`config.mk`:
```
export PLATFORM = sky130hd
export DESIGN_NAME = gtc_adjust
export DESIGN_NICKNAME = d
export VERILOG_FILES = /design/src/rtl/core/gtc_pkg.sv /design/src/rtl/core/gtc_adjust.sv
export VERILOG_INCLUDE_DIRS = /design/src /design/src/rtl/core
export SDC_FILE = /design/constraint.sdc
export NUM_CORES = 1
export LEC_CHECK = 0
export ABC_CLOCK_PERIOD_IN_PS = 8500
export BUFFER_PORTS_ARGS = -buffer_cell sky130_fd_sc_hd__buf_2
export CORE_UTILIZATION = 58
export DETAILED_ROUTE_END_ITERATION = 16
export PLACE_DENSITY = 0.89
export SLEW_MARGIN = 20
export SYNTH_ARGS = -nofsm -noshare
export SYNTH_HDL_FRONTEND = slang
export SYNTH_SLANG_ARGS = --single-unit
```
`constraint.sdc`:
```
create_clock -name clk_i -period 8.5 [get_ports clk_i]
set_input_delay 0.425 -clock clk_i [delete_from_list [all_inputs] [get_ports clk_i]]
set_output_delay 0.425 -clock clk_i [all_outputs]
set_load 0.01 [all_outputs]
```
`src/rtl/core/assert_macros.svh`:
```
// assertion macros shared by the tone curve rtl
`ifndef ASSERT_MACROS_SVH
`define ASSERT_MACROS_SVH

// property checked on every rising edge outside reset
`define ASSERT_CLK(lbl, clk, rst_n, prop) \
  lbl: assert property (@(posedge clk) disable iff (!rst_n) prop) \
    else $error("tone curve assertion failed");

// condition that must never be seen outside reset
`define ASSERT_NEVER(lbl, clk, rst_n, cond) \
  `ASSERT_CLK(lbl, clk, rst_n, !(cond))

`endif

```
`src/rtl/core/gtc_pkg.sv`:
```
// shared constants, types and constant functions of the gray tone curve
package gtc_pkg;

  localparam int FRAC_BITS_DEF = 8;
  localparam int MANT_BITS     = 30;
  localparam int LOG_BITS      = 20;
  localparam logic [15:0] GAIN_ONE = 16'd4096;

  typedef enum logic [2:0] {
    REG_BLACK     = 3'd0,
    REG_WHITE     = 3'd1,
    REG_INV_GAMMA = 3'd2,
    REG_GAIN      = 3'd3,
    REG_OFFSET    = 3'd4
  } reg_idx_e;

  typedef struct packed {
    logic [15:0] black;
    logic [15:0] white;
    logic [15:0] inv_gamma;
    logic [15:0] gain;
    logic [16:0] offset;
  } cfg_t;

  // width of an internal gray value: full scale or any raw 16 bit input
  function automatic int val_width(int frac);
    return (frac + 8 > 16) ? frac + 8 : 16;
  endfunction

  function automatic logic [63:0] isqrt(logic [63:0] a);
    logic [63:0] rem;
    logic [63:0] res;
    logic [63:0] bv;
    rem = a;
    res = '0;
    bv  = 64'd1 << 62;
    for (int i = 0; i < 32; i++) begin
      if (rem >= res + bv) begin
        rem = rem - (res + bv);
        res = (res >> 1) + bv;
      end else begin
        res = res >> 1;
      end
      bv = bv >> 2;
    end
    return res;
  endfunction

  // 2^(-2^-k) in q30, built by repeated square roots
  function automatic logic [MANT_BITS:0] exp_root(int k);
    logic [63:0] r;
    r = isqrt(64'd1 << 59);
    for (int i = 1; i < k; i++) begin
      r = isqrt(r << MANT_BITS);
    end
    return r[MANT_BITS:0];
  endfunction

endpackage

```
`src/rtl/core/gtc_adjust.sv`:
```
// contrast around mid gray and brightness offset, both saturating
`include "assert_macros.svh"

module gtc_adjust #(
  parameter int FRAC_BITS = gtc_pkg::FRAC_BITS_DEF
) (
  input  logic                                    clk_i,
  input  logic                                    rst_ni,
  input  gtc_pkg::cfg_t                           cfg_i,
  input  logic                                    valid_i,
  input  logic [gtc_pkg::val_width(FRAC_BITS)-1:0] val_i,
  output logic                                    valid_o,
  output logic [15:0]                             gray_o
);

  localparam int VW = gtc_pkg::val_width(FRAC_BITS);
  localparam int PW = VW + 18;
  localparam int ZW = VW + 2;
  localparam logic [VW-1:0] FULL = VW'(255 << FRAC_BITS);
  localparam logic [VW-1:0] HALF = VW'(255 << (FRAC_BITS - 1));
  localparam logic [15:0] OUT_MAX = ((255 << FRAC_BITS) > 65535) ? 16'hFFFF
                                                                 : 16'(255 << FRAC_BITS);

  logic [3:0] valid_q;
  logic signed [VW:0]   s_q;
  logic signed [PW-1:0] prod_q;
  logic signed [PW-1:0] yc;
  logic [VW-1:0]        y_q;
  logic signed [ZW-1:0] z;
  logic [ZW-1:0]        zc;
  logic [15:0]          out_q;

  // arithmetic shift gives the floor also for negative products
  assign yc = (prod_q >>> 12) + $signed({{(PW-VW){1'b0}}, HALF});
  assign z  = $signed({2'b0, y_q}) + $signed({{(ZW-17){cfg_i.offset[16]}}, cfg_i.offset});

  always_comb begin
    if (z[ZW-1]) begin
      zc = '0;
    end else if (z > $signed({2'b0, FULL})) begin
      zc = {2'b0, FULL};
    end else begin
      zc = z;
    end
  end

  always_ff @(posedge clk_i or negedge rst_ni) begin
    if (!rst_ni) begin
      valid_q <= '0;
    end else begin
      valid_q <= {valid_q[2:0], valid_i};
    end
  end

  always_ff @(posedge clk_i) begin
    s_q    <= $signed({1'b0, val_i}) - $signed({1'b0, HALF});
    prod_q <= s_q * $signed({1'b0, cfg_i.gain});
    if (yc[PW-1]) begin
      y_q <= '0;
    end else if (yc > $signed({{(PW-VW){1'b0}}, FULL})) begin
      y_q <= FULL;
    end else begin
      y_q <= yc[VW-1:0];
    end
    out_q  <= (zc > ZW'(OUT_MAX)) ? OUT_MAX : zc[15:0];
  end

  assign valid_o = valid_q[3];
  assign gray_o  = out_q;

  `ASSERT_CLK(a_adj_range, clk_i, rst_ni, valid_q[3] |-> out_q <= OUT_MAX)

endmodule

```
-- After elaboration in Yosys (flattened, before gate mapping)
Index checks and enable logic that the tools add are counted.
- bits in registers: 87
- input port bits: 100
- $add $sub $neg: 3
- multipliers: 1
- order comparisons: 3
- muxes and demuxes: 3
- reductions and logical operators: 1
- operators by type and width (kind ; number):
    17-bit by 17-bit multiplier with 34-bit output ; 1
    22-bit by 16-bit adder with 23-bit output, second input constant ; 1
    23-bit by 17-bit greater-than comparator with 1-bit output, second input constant ; 1
    17-bit by 17-bit adder with 18-bit output ; 1
    18-bit by 16-bit greater-than comparator with 1-bit output, second input constant ; 1
    18-bit by 17-bit greater-than comparator with 1-bit output, second input constant ; 1
    18-bit 2-to-1 mux ; 1
    17-bit 2-to-1 mux ; 1
    16-bit by 15-bit subtractor with 17-bit output, second input constant ; 1
    16-bit 2-to-1 mux ; 1
    2-bit OR reduction ; 1

-- Depth between registers and ports, before layout
- depth in word-level cells: 5
- mapped depth: 24
- depth with buffers taken out: 23

-- Worst setup path after synthesis
Ideal clock, no wire load.
- kind: input to register
- start: input cfg_i[21] in the netlist's numbering
- end: register prod_q[26]
- setup time: 120 ps
- arrival time: 6072 ps
- slack: 2309 ps
- cell stages on the path: 21
- buffers on the path: 2
- cell sequence: clkbuf_1 clkbuf_1 nand2_1 fa_1 fa_1 fa_1 fa_1 inv_1 fa_1 inv_1 fa_1 inv_1 ha_1 a211oi_1 a32oi_1 o41ai_2 or4_1 a31oi_1 a21o_1 a21oi_1 xnor2_1
- cells in the longest elaborated chain, start to end: 1
- RTL lines (item ; line ; RTL):
    from (decl) ; gtc_adjust.sv:9 ; input gtc_pkg::cfg_t cfg_i,
    17-bit by 17-bit multiplier with 34-bit output ; gtc_adjust.sv:57 ; prod_q <= s_q * $signed({1'b0, cfg_i.gain});
    to (signal assigned) ; gtc_adjust.sv:57 ;
    to (decl) ; gtc_adjust.sv:26 ; logic signed [PW-1:0] prod_q;
Every way passes these cells.
A chain may end at the register's enable or synchronous reset.

-- Final worst setup path
- start: register s_q[5]
- end: register prod_q[20]
- cells in the longest elaborated chain, start to end: 1
- RTL lines (item ; line ; RTL):
    from (decl) ; gtc_adjust.sv:25 ; logic signed [VW:0] s_q;
    from (signal assigned) ; gtc_adjust.sv:56 ; s_q <= $signed({1'b0, val_i}) - $signed({1'b0, HALF});
    17-bit by 17-bit multiplier with 34-bit output ; gtc_adjust.sv:57 ;
Every way passes these cells.

==> results.ini <==
[status]
status = finished clean

[drt]
drtPass1Iterations = 8
wl_mm = 30.12
num_vias = 9895
drt_iter0_markers = 593
wl_per_cell_um = 17.05
ant_nets = 0
avgViaCountPerCell = 5.603
drc = 0

[floorplan]
start_util = 0.5979
placementRows = 54
die_w_um = 152.9
core-area_sq_um = 22090
dieArea_sq_um = 23380
dieHeight_um = 152.9
io_pins = 117

[placed_design]
hpwlAfterDp_mm = 23.78
place.gp.congestion = 0.9035
io_buffers = 68

[timing]
min_period_ns = 6.813
finalCritPeriodShare = 0.8015
clock-skew-final_ns = 0.01294
fmax_ghz = 0.1468
finalSetupViolations = 0
grt_setup_unrepaired = no
drv_slew = 0
hold_viol_final = 0
setup-tns-final_ns = 0
worst_pin_slew_ns = 0.8863
max_slew_margin = 0.4027

[yosys]
synth_seq_cells = 75
synth-main-ff-cell = dfxtp_1
syn_inst = 1441
yosysWarningCount = 0
synth_edf_count = 0
synth-seq-area-share = 0.1152
syn_nets = 1922
ys_types = 56
synth-async-reset-ratio = 0.05333
synth_area_per_cell_sq_um = 9.166
syn-cell-area_sq_um = 13210

[global_route]
grt_overflow_total = 0
grtUsageTotal = 0.2784
met1_usage = 0.2996
grt_max_degree = 18
grt_most_used_layer = met2
use_met3 = 0.04423
grt_pass1_vias = 11040
globalRouteMet2Util = 0.5066
grt_antenna_before_repair = 1
grt_pass1_wl_mm = 50.72

[clock_tree]
clk_latency_ns = 0.36
cts_num_sinks = 75
clk_pin_slew_ns = 0.07
cts_tree = yes
cts_resized = 0
h-tree-depth = 3
hold_buffers = 1
cts_buffers = 9
clk_path_buf_depth = 2
cts_setup_buffers = 0
root_buffer = clkbuf_16

[flow_run]
cap_viol_max_count = 0

[worst_setup_path]
worstSetupPathType = flop to flop
critPathMostFrequentCell = fa_1
worstPathRequired_ns = 8.78
endpoint_kind = flop
crit_path_max_fanout = 16
slowest_delay_ns = 0.85
worstPathArrival_ns = 7.09
critPathSlowestCell = dfxtp_1
critPathLaunchType = flop
crit_chain = and2_1 > fa_1 > inv_1 > fa_1 > fa_1 > fa_1 > inv_1 > fa_1 > inv_1 > fa_1 > inv_1 > ha_1 > a211oi_1 > nand2_1 > o41ai_2 > o21ai_0 > a21o_1 > a21o_1 > a21oi_1 > xnor2_1

[cells_and_area]
num-nets-final = 1962
drive_gt1_frac = 0.06864
n_antenna_cell = 0
syn2layout_area_growth_pct = 6.479

[hold_path]
hold_path_class = input port to flop

==> cells in the final DEF, fill, tap and decap left out, types with 5 or more instances in the layout <==
master     instances
nor4_1             8
a31oi_1            5
nor3_1            13
buf_2             68
nand3_1           13
inv_1            366
o21a_1             6
xnor2_1           37
ha_1             103
and2_1           115
clkbuf_16          9
o21ai_0           15
dfxtp_1           71
a21o_1            14
fa_1             278
xor2_1            21
and3_1             8
a211oi_1           7
nor2b_1            7
a21oi_1           46
nor2_1            22
nand4_1            5
nand2_1          184
==> critical path, delay by kind of cell, from the launching register on <==
kind,cells,cell delay [ns]
flops,1,0.85
buf+inv,4,0.24
xor+xnor,1,0.13
compound gates,6,1.94
simple gates,2,0.35
fa+ha+maj,7,3.23
==> registers in the layout, summed over array words and instances, names as in the netlist <==
name / flops
valid_q: 4
y_q: 16
prod_q: 22
s_q: 17
gray_o: 16
==> per-layer routing <==
metal,part of all wire,vias up,wire [um]
met2,0.52,454,15570
met5,0,-,0
li1,-,4366,-
met4,0.064,0,1917
met1,0.35,4916,10590
met3,0.068,159,2045
==> synth_stat cells (4+ instances only) <==
| cell | number | area [sq um] |
|---|---|---|
| inv_1 | 366 | 1374 |
| fa_1 | 278 | 5565 |
| nand2_1 | 184 | 690.7 |
| and2_1 | 115 | 719.4 |
| ha_1 | 103 | 1289 |
| dfxtp_1 | 71 | 1421 |
| a21oi_1 | 46 | 230.2 |
| clkbuf_1 | 43 | 161.4 |
| xnor2_1 | 37 | 324.1 |
| nor2_1 | 22 | 82.58 |
| xor2_1 | 21 | 183.9 |
| o21ai_0 | 15 | 75.07 |
| a21o_1 | 14 | 105.1 |
| nand3_1 | 13 | 65.06 |
| nor3_1 | 13 | 65.06 |
| and3_1 | 8 | 50.05 |
| nor4_1 | 8 | 50.05 |
| a211oi_1 | 7 | 52.55 |
| nor2b_1 | 7 | 43.79 |
| o21a_1 | 6 | 45.04 |
| a31oi_1 | 5 | 31.28 |
| nand4_1 | 5 | 31.28 |
| nor3b_1 | 5 | 37.54 |
| dfrtp_1 | 4 | 100.1 |
| o22ai_1 | 4 | 25.02 |
==> cell type report <==
type,instances,area [sq um]
multi-input combinational,956,10150
clock buffer,9,225.2
sequential,75,1521
inverter,366,1374
tap,280,350.3
fill,1631,8029
clock inverter,7,67.56
timing repair buffer,73,380.4
==> worst paths after layout <==
check                              to  slack, ns        from  cells past startpoint
setup reg to reg           prod_q[20]       1.69      s_q[5]                     20
setup / recovery           prod_q[20]       1.69      s_q[5]                     20
min in group asynchronous  valid_q[0]       0.41      rst_ni                      2
max in group asynchronous  valid_q[1]       7.98      rst_ni                      2
hold reg to reg            valid_q[1]       0.35  valid_q[0]                      0
hold / removal                 s_q[0]       0.17    val_i[0]                      1
==> kinds of logic (layout without fill, tap and decap cells) <==
logic type                 after synthesis  in the layout  synth area share
and+or+nand+nor                        400            400            0.1529
xor gates and xnor gates                58             58           0.03846
AOI/OAI and AO/OA                      117            117           0.05750
DFF                                     75             75            0.1152
buffers and inverters                  410            455            0.1171
adders and majority gates              381            381            0.5189
==> through the flow <==
| stage | hold slack, ns | std cells | util | worst slack (ns) | area (sq um) |
|---|---|---|---|---|---|
| final | 0.1667 | 1766 | 0.6366 | 1.687 | 14060 |
| after global routing | 0.1618 | 1766 | 0.6366 | 1.481 | 14060 |
| after CTS | 0.1590 | 1766 | 0.6364 | 1.811 | 14060 |
| after detailed placement | 0.2324 | 1749 | 0.6227 | 1.814 | 13760 |
| after global placement | 0.2295 | 1749 | 0.6227 | 1.947 | 13760 |
| after floorplan | 0.1294 | 1441 | - | 2.309 | 13210 |
Power is left out: the tool's default activity adds up to more than one toggle a clock period on the data nets, which glitch-free logic cannot reach.
