===== src/rtl/core/assert_macros.svh =====
// assertion macros shared by the tone curve rtl
`ifndef ASSERT_MACROS_SVH
`define ASSERT_MACROS_SVH

// property checked on every rising edge outside reset
`define ASSERT_CLK(lbl, clk, rst_n, prop) \
  lbl: assert property (@(posedge clk) disable iff (!rst_n) prop) \
    else $error("tone curve assertion failed");

// condition that must never be seen outside reset
`define ASSERT_NEVER(lbl, clk, rst_n, cond) \
  `ASSERT_CLK(lbl, clk, rst_n, !(cond))

`endif


===== src/rtl/core/gtc_pkg.sv =====
// shared constants, types and constant functions of the gray tone curve
package gtc_pkg;

  localparam int FRAC_BITS_DEF = 8;
  localparam int MANT_BITS     = 30;
  localparam int LOG_BITS      = 20;
  localparam logic [15:0] GAIN_ONE = 16'd4096;

  typedef enum logic [2:0] {
    REG_BLACK     = 3'd0,
    REG_WHITE     = 3'd1,
    REG_INV_GAMMA = 3'd2,
    REG_GAIN      = 3'd3,
    REG_OFFSET    = 3'd4
  } reg_idx_e;

  typedef struct packed {
    logic [15:0] black;
    logic [15:0] white;
    logic [15:0] inv_gamma;
    logic [15:0] gain;
    logic [16:0] offset;
  } cfg_t;

  // width of an internal gray value: full scale or any raw 16 bit input
  function automatic int val_width(int frac);
    return (frac + 8 > 16) ? frac + 8 : 16;
  endfunction

  function automatic logic [63:0] isqrt(logic [63:0] a);
    logic [63:0] rem;
    logic [63:0] res;
    logic [63:0] bv;
    rem = a;
    res = '0;
    bv  = 64'd1 << 62;
    for (int i = 0; i < 32; i++) begin
      if (rem >= res + bv) begin
        rem = rem - (res + bv);
        res = (res >> 1) + bv;
      end else begin
        res = res >> 1;
      end
      bv = bv >> 2;
    end
    return res;
  endfunction

  // 2^(-2^-k) in q30, built by repeated square roots
  function automatic logic [MANT_BITS:0] exp_root(int k);
    logic [63:0] r;
    r = isqrt(64'd1 << 59);
    for (int i = 1; i < k; i++) begin
      r = isqrt(r << MANT_BITS);
    end
    return r[MANT_BITS:0];
  endfunction

endpackage


===== src/rtl/core/gtc_div.sv =====
// pipelined restoring divider, one quotient bit per stage
module gtc_div #(
  parameter int QB = 16,
  parameter int DW = 16,
  parameter int SW = 1
) (
  input  logic          clk_i,
  input  logic          rst_ni,
  input  logic          valid_i,
  input  logic [DW-1:0] rem_i,
  input  logic [QB-1:0] num_i,
  input  logic [DW-1:0] den_i,
  input  logic [SW-1:0] side_i,
  output logic          valid_o,
  output logic [QB-1:0] quot_o,
  output logic [SW-1:0] side_o
);

  logic [QB-1:0] valid_q;
  logic [DW-1:0] rem_q  [QB];
  logic [QB-1:0] nq_q   [QB];
  logic [SW-1:0] side_q [QB];

  for (genvar s = 0; s < QB; s++) begin : g_stage
    logic          cv;
    logic [DW-1:0] cr;
    logic [QB-1:0] cn;
    logic [SW-1:0] cs;
    logic [DW:0]   r2;
    logic          ge;

    if (s == 0) begin : g_first
      assign cv = valid_i;
      assign cr = rem_i;
      assign cn = num_i;
      assign cs = side_i;
    end else begin : g_next
      assign cv = valid_q[s-1];
      assign cr = rem_q[s-1];
      assign cn = nq_q[s-1];
      assign cs = side_q[s-1];
    end

    // numerator bits shift out at the top, quotient bits shift in below
    assign r2 = {cr, cn[QB-1]};
    assign ge = (r2 >= {1'b0, den_i});

    always_ff @(posedge clk_i or negedge rst_ni) begin
      if (!rst_ni) begin
        valid_q[s] <= 1'b0;
      end else begin
        valid_q[s] <= cv;
      end
    end

    always_ff @(posedge clk_i) begin
      rem_q[s]  <= ge ? DW'(r2 - {1'b0, den_i}) : r2[DW-1:0];
      nq_q[s]   <= {cn[QB-2:0], ge};
      side_q[s] <= cs;
    end
  end

  assign valid_o = valid_q[QB-1];
  assign quot_o  = nq_q[QB-1];
  assign side_o  = side_q[QB-1];

endmodule


===== src/rtl/core/gtc_levels.sv =====
// levels stage: stretch black..white to full scale, or pass the raw value when white <= black
`include "assert_macros.svh"

module gtc_levels #(
  parameter int FRAC_BITS = gtc_pkg::FRAC_BITS_DEF
) (
  input  logic                                    clk_i,
  input  logic                                    rst_ni,
  input  gtc_pkg::cfg_t                           cfg_i,
  input  logic                                    valid_i,
  input  logic [15:0]                             gray_i,
  output logic                                    valid_o,
  output logic [gtc_pkg::val_width(FRAC_BITS)-1:0] val_o
);

  localparam int VW = gtc_pkg::val_width(FRAC_BITS);
  localparam int QB = FRAC_BITS + 8;
  localparam logic [VW-1:0] FULL = VW'(255 << FRAC_BITS);

  typedef struct packed {
    logic          fixed;
    logic [VW-1:0] val;
  } side_t;

  logic [15:0] diff;
  logic [23:0] scaled;
  side_t       side_d;

  logic          a_valid_q;
  side_t         a_side_q;
  logic [15:0]   a_rem_q;
  logic [QB-1:0] a_num_q;
  logic [15:0]   den_q;

  logic          dv;
  logic [QB-1:0] dq;
  side_t         ds;

  logic          valid_q;
  logic [VW-1:0] val_q;

  // (v - black) * 255, the 2^frac factor only adds zero bits below
  assign diff   = gray_i - cfg_i.black;
  assign scaled = {diff, 8'b0} - {8'b0, diff};

  always_comb begin
    side_d.fixed = 1'b1;
    side_d.val   = '0;
    if (cfg_i.white <= cfg_i.black) begin
      side_d.val = VW'(gray_i);
    end else if (gray_i <= cfg_i.black) begin
      side_d.val = '0;
    end else if (gray_i >= cfg_i.white) begin
      side_d.val = FULL;
    end else begin
      side_d.fixed = 1'b0;
    end
  end

  always_ff @(posedge clk_i or negedge rst_ni) begin
    if (!rst_ni) begin
      a_valid_q <= 1'b0;
      valid_q   <= 1'b0;
    end else begin
      a_valid_q <= valid_i;
      valid_q   <= dv;
    end
  end

  always_ff @(posedge clk_i) begin
    a_side_q <= side_d;
    a_rem_q  <= scaled[23:8];
    a_num_q  <= {scaled[7:0], {FRAC_BITS{1'b0}}};
    den_q    <= cfg_i.white - cfg_i.black;
    val_q    <= ds.fixed ? ds.val : VW'(dq);
  end

  gtc_div #(
    .QB(QB),
    .DW(16),
    .SW($bits(side_t))
  ) u_div (
    .clk_i   (clk_i),
    .rst_ni  (rst_ni),
    .valid_i (a_valid_q),
    .rem_i   (a_rem_q),
    .num_i   (a_num_q),
    .den_i   (den_q),
    .side_i  (a_side_q),
    .valid_o (dv),
    .quot_o  (dq),
    .side_o  (ds)
  );

  assign valid_o = valid_q;
  assign val_o   = val_q;

  `ASSERT_CLK(a_lvl_range, clk_i, rst_ni, valid_q && (cfg_i.white > cfg_i.black) |-> val_q <= FULL)

endmodule


===== config.mk =====
export PLATFORM = sky130hd
export DESIGN_NAME = gtc_levels
export DESIGN_NICKNAME = d
export VERILOG_FILES = /design/src/rtl/core/gtc_pkg.sv /design/src/rtl/core/gtc_div.sv /design/src/rtl/core/gtc_levels.sv
export VERILOG_INCLUDE_DIRS = /design/src /design/src/rtl/core
export SDC_FILE = /design/constraint.sdc
export NUM_CORES = 1
export LEC_CHECK = 0
export ABC_AREA = 0
export BUFFER_PORTS_ARGS = -buffer_cell sky130_fd_sc_hd__clkbuf_2
export CAP_MARGIN = 40
export CORE_ASPECT_RATIO = 0.7
export CORE_MARGIN = 2
export CORE_UTILIZATION = 25
export CTS_CLUSTER_SIZE = 8
export DETAILED_ROUTE_END_ITERATION = 7
export PLACE_DENSITY = 0.45
export SLEW_MARGIN = 5
export SYNTH_ARGS = -nofsm -noshare
export SYNTH_HDL_FRONTEND = slang
export SYNTH_SLANG_ARGS = --single-unit

===== constraint.sdc =====
create_clock -name clk_i -period 4.7 [get_ports clk_i]
set_input_delay 0.47 -clock clk_i [delete_from_list [all_inputs] [get_ports clk_i]]
set_output_delay 0.47 -clock clk_i [all_outputs]
set_load 0.02 [all_outputs]

# After elaboration in Yosys (flattened, before gate mapping)
# Memory sizes are Yosys's and may differ from the RTL's.
# Cells that the tools add are included.
# totals
ff_bits,91
ram_bits,784
input_bits,100
n_memories,3
# memory_table
name,depth,word_bits,read_ports,rd_clocked_by_memory_dff,wr,line,rtl
u_div.side_q,16,17,16,0,16,gtc_div.sv:22,logic [SW-1:0] side_q [QB];
u_div.nq_q,16,16,16,0,16,gtc_div.sv:21,logic [QB-1:0] nq_q [QB];
u_div.rem_q,16,16,15,0,16,gtc_div.sv:20,logic [DW-1:0] rem_q [QB];
# classes
add_sub_neg,19
n_lt_le_gt_ge,19
muxes,21
reduce_logical,1
# op_table
operator,count
$mux W16,20
$sub A16 B16 Y16,18
$ge A17 B16 Y1,16
$le A16 B16 Y1,2
$sub A24 B16 Y24,1
$ge A16 B16 Y1,1
$reduce_or A2 Y1,1
$mux W1,1

# Depth between registers and ports, before layout
# logic_depth
ltp_word,4
depth_mapped,19
ltp_nobuf,19

# Cells and area by module
# From an unflattened synthesis, not the netlist that was laid out.
# unflattened
hier_cells,3220
hier_area_um2,34538.1
# modules_own_cells
mod,instances,cells_each,area_each_um2
gtc_div,1,2694,29707.2
gtc_levels,1,526,4830.9

# Least setup slack after synthesis
# No wires, ideal clock.
# synth_path
path_type,input -> register
start,in gray_i[0]
end,reg a_rem_q[11]
arrival_time_ps,4199
required_time_ps,4563
setup_slack_ps,364
path_stages,19
path_buffers,0
cell_sequence,inv_1 > ha_1 > inv_1 > fa_1 > a21o_1 > a221o_1 > a21o_1 > a21oi_1 > xnor2_1 > inv_1 > ha_1 > inv_1 > or4_4 > a21o_1 > a32oi_2 > a31oi_2 > o21bai_4 > nor2_2 > xnor2_1
# synth_via
elab_chain_len,2
# synth_lines
item,line,rtl
"start, declared",gtc_levels.sv:11,"input logic [15:0] gray_i,"
$sub A16 B16 Y16,gtc_levels.sv:43,assign diff = gray_i - cfg_i.black;
$sub A24 B16 Y24,gtc_levels.sv:44,"assign scaled = {diff, 8'b0} - {8'b0, diff};"
via scaled[19],gtc_levels.sv:26,logic [23:0] scaled;
"end signal, assigned",gtc_levels.sv:72,a_rem_q <= scaled[23:8];
"end, declared",gtc_levels.sv:31,logic [15:0] a_rem_q;
# The timed path passes the listed nets, and every way through them passes these cells.
# A chain may end at the register's enable or synchronous reset.

==> impl_summary.log <==
INFO  metric cts_max_level = 3
INFO  metric critPathKind = flip-flop to flip-flop
INFO  metric multi_input_gate_area_in_the_final_layout = 15100 sq um
INFO  metric globalRouteTotalUtil = 0.121
INFO  metric overflow = 0
INFO  metric worstPathRequired = 5.25 ns
INFO  metric post_detailed_route_via_to_cell_ratio = 4.34
INFO  metric worst_slew_margin_rel = 0.405
INFO  metric fin_tns_setup = 0 ns
INFO  metric setup_viol = 0
INFO  metric post_drt_wl_per_cell = 16.0 um
INFO  metric cp_max_fo = 17
INFO  metric postCtsSetupBuffers = 0
INFO  metric grt_pass1_wl = 120 mm
INFO  metric die_area = 128000 sq um
INFO  metric timing_max_transition_violations_final = 0
INFO  metric dp_worst_setup_slack = 0.183 ns
INFO  metric cts_buffers = 107
INFO  metric num-nets-final = 3574
INFO  metric pin_count_of_the_biggest_net_entering_global_routing = 31
INFO  metric timing.critical_path.arrival = 4.74 ns
INFO  metric worst_setup_path_startpoint = den_q[1]
INFO  metric clock_period_minus_final_worst_setup_slack = 4.19 ns
INFO  metric place.port_buffers = 67
INFO  metric fill_cells = 12700
INFO  metric detailed_place_hpwl = 57.0 mm
INFO  metric initial_utilization = 0.253
INFO  metric clk-insertion-delay-late = 0.72 ns
INFO  metric cts.root.buffer_cell = sky130_fd_sc_hd__clkbuf_16
INFO  metric postLayoutSetupSlackWorst = 0.512 ns
INFO  metric synthDistinctLibCells = 83
INFO  metric reg2reg_setup_slack = 0.51 ns
INFO  metric ff_latch_area = 15400 sq um
INFO  metric detail_route.iter0.violations = 1254
INFO  metric synth_top_area_frac = 0.478
INFO  metric cell_types_occupying_the_most_area_after_synthesis = sky130_fd_sc_hd__dfxtp_1, sky130_fd_sc_hd__ha_1, sky130_fd_sc_hd__mux2_2, sky130_fd_sc_hd__xnor2_1, sky130_fd_sc_hd__a21oi_1
INFO  metric power.density = 843 nW/um^2
INFO  metric yosysSeqAreaShare = 0.492
INFO  metric remaining_drc_errors = 0
INFO  metric synthArstFlopShare = 0.0235
INFO  metric number_of_sinks_handled_by_clock_tree_synthesis = 767
INFO  metric max_cap_viol_count = 0
INFO  metric p_leak = 16.3 nW
INFO  metric clk_path_buf_depth = 3
INFO  metric die_h = 300 um
INFO  metric timing.fmax = 239 MHz
INFO  metric layout_worst_path_cycle_share = 0.891
INFO  metric outcome = completed
INFO  metric placement_rows = 108
INFO  metric final_layout_size_suffix_gt1_frac = 0.135
INFO  metric skew = 0.0835 ns
INFO  metric worstSetupEndpointType = flip-flop
INFO  metric rr_startpoint = den_q[1]
INFO  metric hp-class = input port to flip-flop
INFO  metric antenna_violations_before_repair = 0
INFO  metric synth.top_cells.by_count = sky130_fd_sc_hd__dfxtp_1, sky130_fd_sc_hd__ha_1, sky130_fd_sc_hd__inv_1
INFO  metric core_area = 124000 sq um
INFO  metric post-synth-top-area-cell = sky130_fd_sc_hd__dfxtp_1
INFO  metric synthesis.nets = 3377
INFO  metric cts_tree = built
INFO  metric syn-cell-area = 31400 sq um
INFO  metric startpoint_of_the_most_critical_hold_path = gray_i[14]
INFO  metric ys_seq_elements = 767
INFO  metric synth-main-ff-cell = sky130_fd_sc_hd__dfxtp_1
INFO  metric postRouteAntennaNets = 0
INFO  metric max_slew.worst_pin.slew = 0.886 ns
INFO  metric vdd_ir_drop_max = 0.313 mV
INFO  metric finalWeightedCongestion = 0.838
INFO  metric vias_in_the_first_global_route = 20200
INFO  metric netlist_instances = 2951
INFO  metric rsz0062_at_grt = false
INFO  metric synthesis.area_per_instance = 10.6 sq um
INFO  metric cts.reportedPaths.clkPinSlew = 0.06 ns
INFO  metric vias = 20900
INFO  metric dieWidth = 427 um
INFO  metric routed_wl = 77.0 mm
INFO  metric drt_pass1_iterations = 7
INFO  metric yosysMostFrequentCell = sky130_fd_sc_hd__dfxtp_1
INFO  metric pin_count = 117
INFO  metric area_growth = 18.4%
INFO  metric synth-warning-count = 0
INFO  metric finalHoldViolCount = 0
INFO  metric synth_edf_count = 0
INFO  metric critical_path.startpoint_type = flip-flop
==> power breakdown <==
group / internal (mW) / total [mW] / switching (mW)
Clock: 4.13 / 6.88 / 2.74
Combinational: 6.69 / 14.5 / 7.82
Sequential: 8.88 / 9.92 / 1.04
Total: 19.7 / 31.3 / 11.6
==> flip-flops by register name, summed over array words and instances (netlist names), 8 cells and up <==
register          count
u_div.side_q        272
a_side_q             17
u_div.nq_q          164
u_div.g_stage.cv     15
val_o                16
a_rem_q              16
den_q                16
u_div.rem_q         240
a_num_q               8
==> final timing paths <==
path | to | cells after the start
max in group asynchronous | u_div.g_stage[13].cv | 2
min in group asynchronous | u_div.g_stage[5].cv | 2
setup reg to reg | u_div.rem_q[0][72] | 14
setup / recovery | u_div.rem_q[0][72] | 14
hold / removal | a_side_q[14] | 2
hold reg to reg | u_div.side_q[0][75] | 0
==> cells in the final DEF (no fill, tap or decap), types with 8 or more instances in the layout <==
master                      Yosys  layout
sky130_fd_sc_hd__fa_1          17      17
sky130_fd_sc_hd__o22ai_1        8       8
sky130_fd_sc_hd__nand4_1       54      54
sky130_fd_sc_hd__nand2b_1      40      40
sky130_fd_sc_hd__clkbuf_16      0     108
sky130_fd_sc_hd__mux2_2       151     151
sky130_fd_sc_hd__o21a_1        28      28
sky130_fd_sc_hd__a31oi_1       19      19
sky130_fd_sc_hd__o21bai_1      19      18
sky130_fd_sc_hd__clkbuf_2       0      67
sky130_fd_sc_hd__xor2_1        68      68
sky130_fd_sc_hd__nor3_1        46      46
sky130_fd_sc_hd__a211oi_1      20      20
sky130_fd_sc_hd__inv_1        184     177
sky130_fd_sc_hd__nor4_1        17      17
sky130_fd_sc_hd__mux2i_1       19      19
sky130_fd_sc_hd__dfxtp_1      749     749
sky130_fd_sc_hd__xnor2_1      130     130
sky130_fd_sc_hd__or2_2         10      10
sky130_fd_sc_hd__a21o_1        88      88
sky130_fd_sc_hd__nand3_1       36      36
sky130_fd_sc_hd__dfrtp_1       18      18
sky130_fd_sc_hd__a21oi_1      155     155
sky130_fd_sc_hd__nand2_1      156     156
sky130_fd_sc_hd__a21boi_0      32      31
sky130_fd_sc_hd__and3_1        19      19
sky130_fd_sc_hd__buf_4          0      44
sky130_fd_sc_hd__o21ai_0      140     140
sky130_fd_sc_hd__nor2b_1       52      52
sky130_fd_sc_hd__a211o_1        8       8
sky130_fd_sc_hd__ha_1         309     309
sky130_fd_sc_hd__o21ai_1       24      24
sky130_fd_sc_hd__o31ai_1        8       8
sky130_fd_sc_hd__and2_1        14      14
sky130_fd_sc_hd__nor2_1       174     174
==> metrics by stage <==
stage | instances | hold slack, ns | util | power, mW | instance area, sq um
4_1_cts | 4811 | 0.00167 | 0.299 | 31.6 | 37100
5_1_grt | 4811 | 0.0129 | 0.299 | 33.9 | 37100
6_report | 4813 | 0.0467 | 0.299 | 31.3 | 37100
3_5_place_dp | 4685 | 0.312 | 0.275 | 24.4 | 34100
3_3_place_gp | 4682 | 0.310 | 0.274 | 24.4 | 34000
2_1_floorplan | 2951 | 0.174 | - | 20.6 | 31400
==> critical path, stage by stage (launching register included) <==
cell	delay, ns
sky130_fd_sc_hd__dfxtp_1	0.34
sky130_fd_sc_hd__inv_1	0.39
sky130_fd_sc_hd__buf_4	0.26
sky130_fd_sc_hd__ha_1	0.25
sky130_fd_sc_hd__nor2b_1	0.13
sky130_fd_sc_hd__o21ai_1	0.18
sky130_fd_sc_hd__a21boi_1	0.12
sky130_fd_sc_hd__o21ai_1	0.19
sky130_fd_sc_hd__a21oi_1	0.17
sky130_fd_sc_hd__a221oi_2	0.33
sky130_fd_sc_hd__o21ai_1	0.19
sky130_fd_sc_hd__o311ai_1	0.30
sky130_fd_sc_hd__nand2_1	0.08
sky130_fd_sc_hd__a211o_1	0.60
sky130_fd_sc_hd__mux2_1	0.45
==> layer usage <==
layer  vias to the layer above  share of wire  GRT usage
met5                         -              0          0
li1                      10700              -          -
met2                       408           0.38      0.162
met3                       112          0.044     0.0240
met1                      9627           0.56      0.191
met4                         0          0.022     0.0349
==> repair_timing <==
action,4_1_cts,5_1_grt
hold endpoints to repair,21,0
gates resized for setup,0,0
hold buffers,4,0
==> cells by family (layout without fill, tap and decap cells) <==
logic type	after synthesis	in the layout	synth area share
AOI/OAI and AO/OA	613	613	0.126
muxes	174	174	0.0617
and+or+nand+nor	651	651	0.102
buffers and inverters	218	428	0.0268
DFF	767	767	0.492
adders and majority gates	327	327	0.134
other	0	2	0
xor gates and xnor gates	201	201	0.0569
==> layout make-up <==
cell class / instances / area share
antenna: 2 / 0.000135
clock buffer: 113 / 0.0736
clock inverter: 9 / 0.00667
inverter: 185 / 0.0187
multi-input combinational: 1966 / 0.407
sequential: 767 / 0.416
tap: 1650 / 0.0556
timing repair buffer: 121 / 0.0226
No activity file was read; power rests on OpenSTA's default activity.
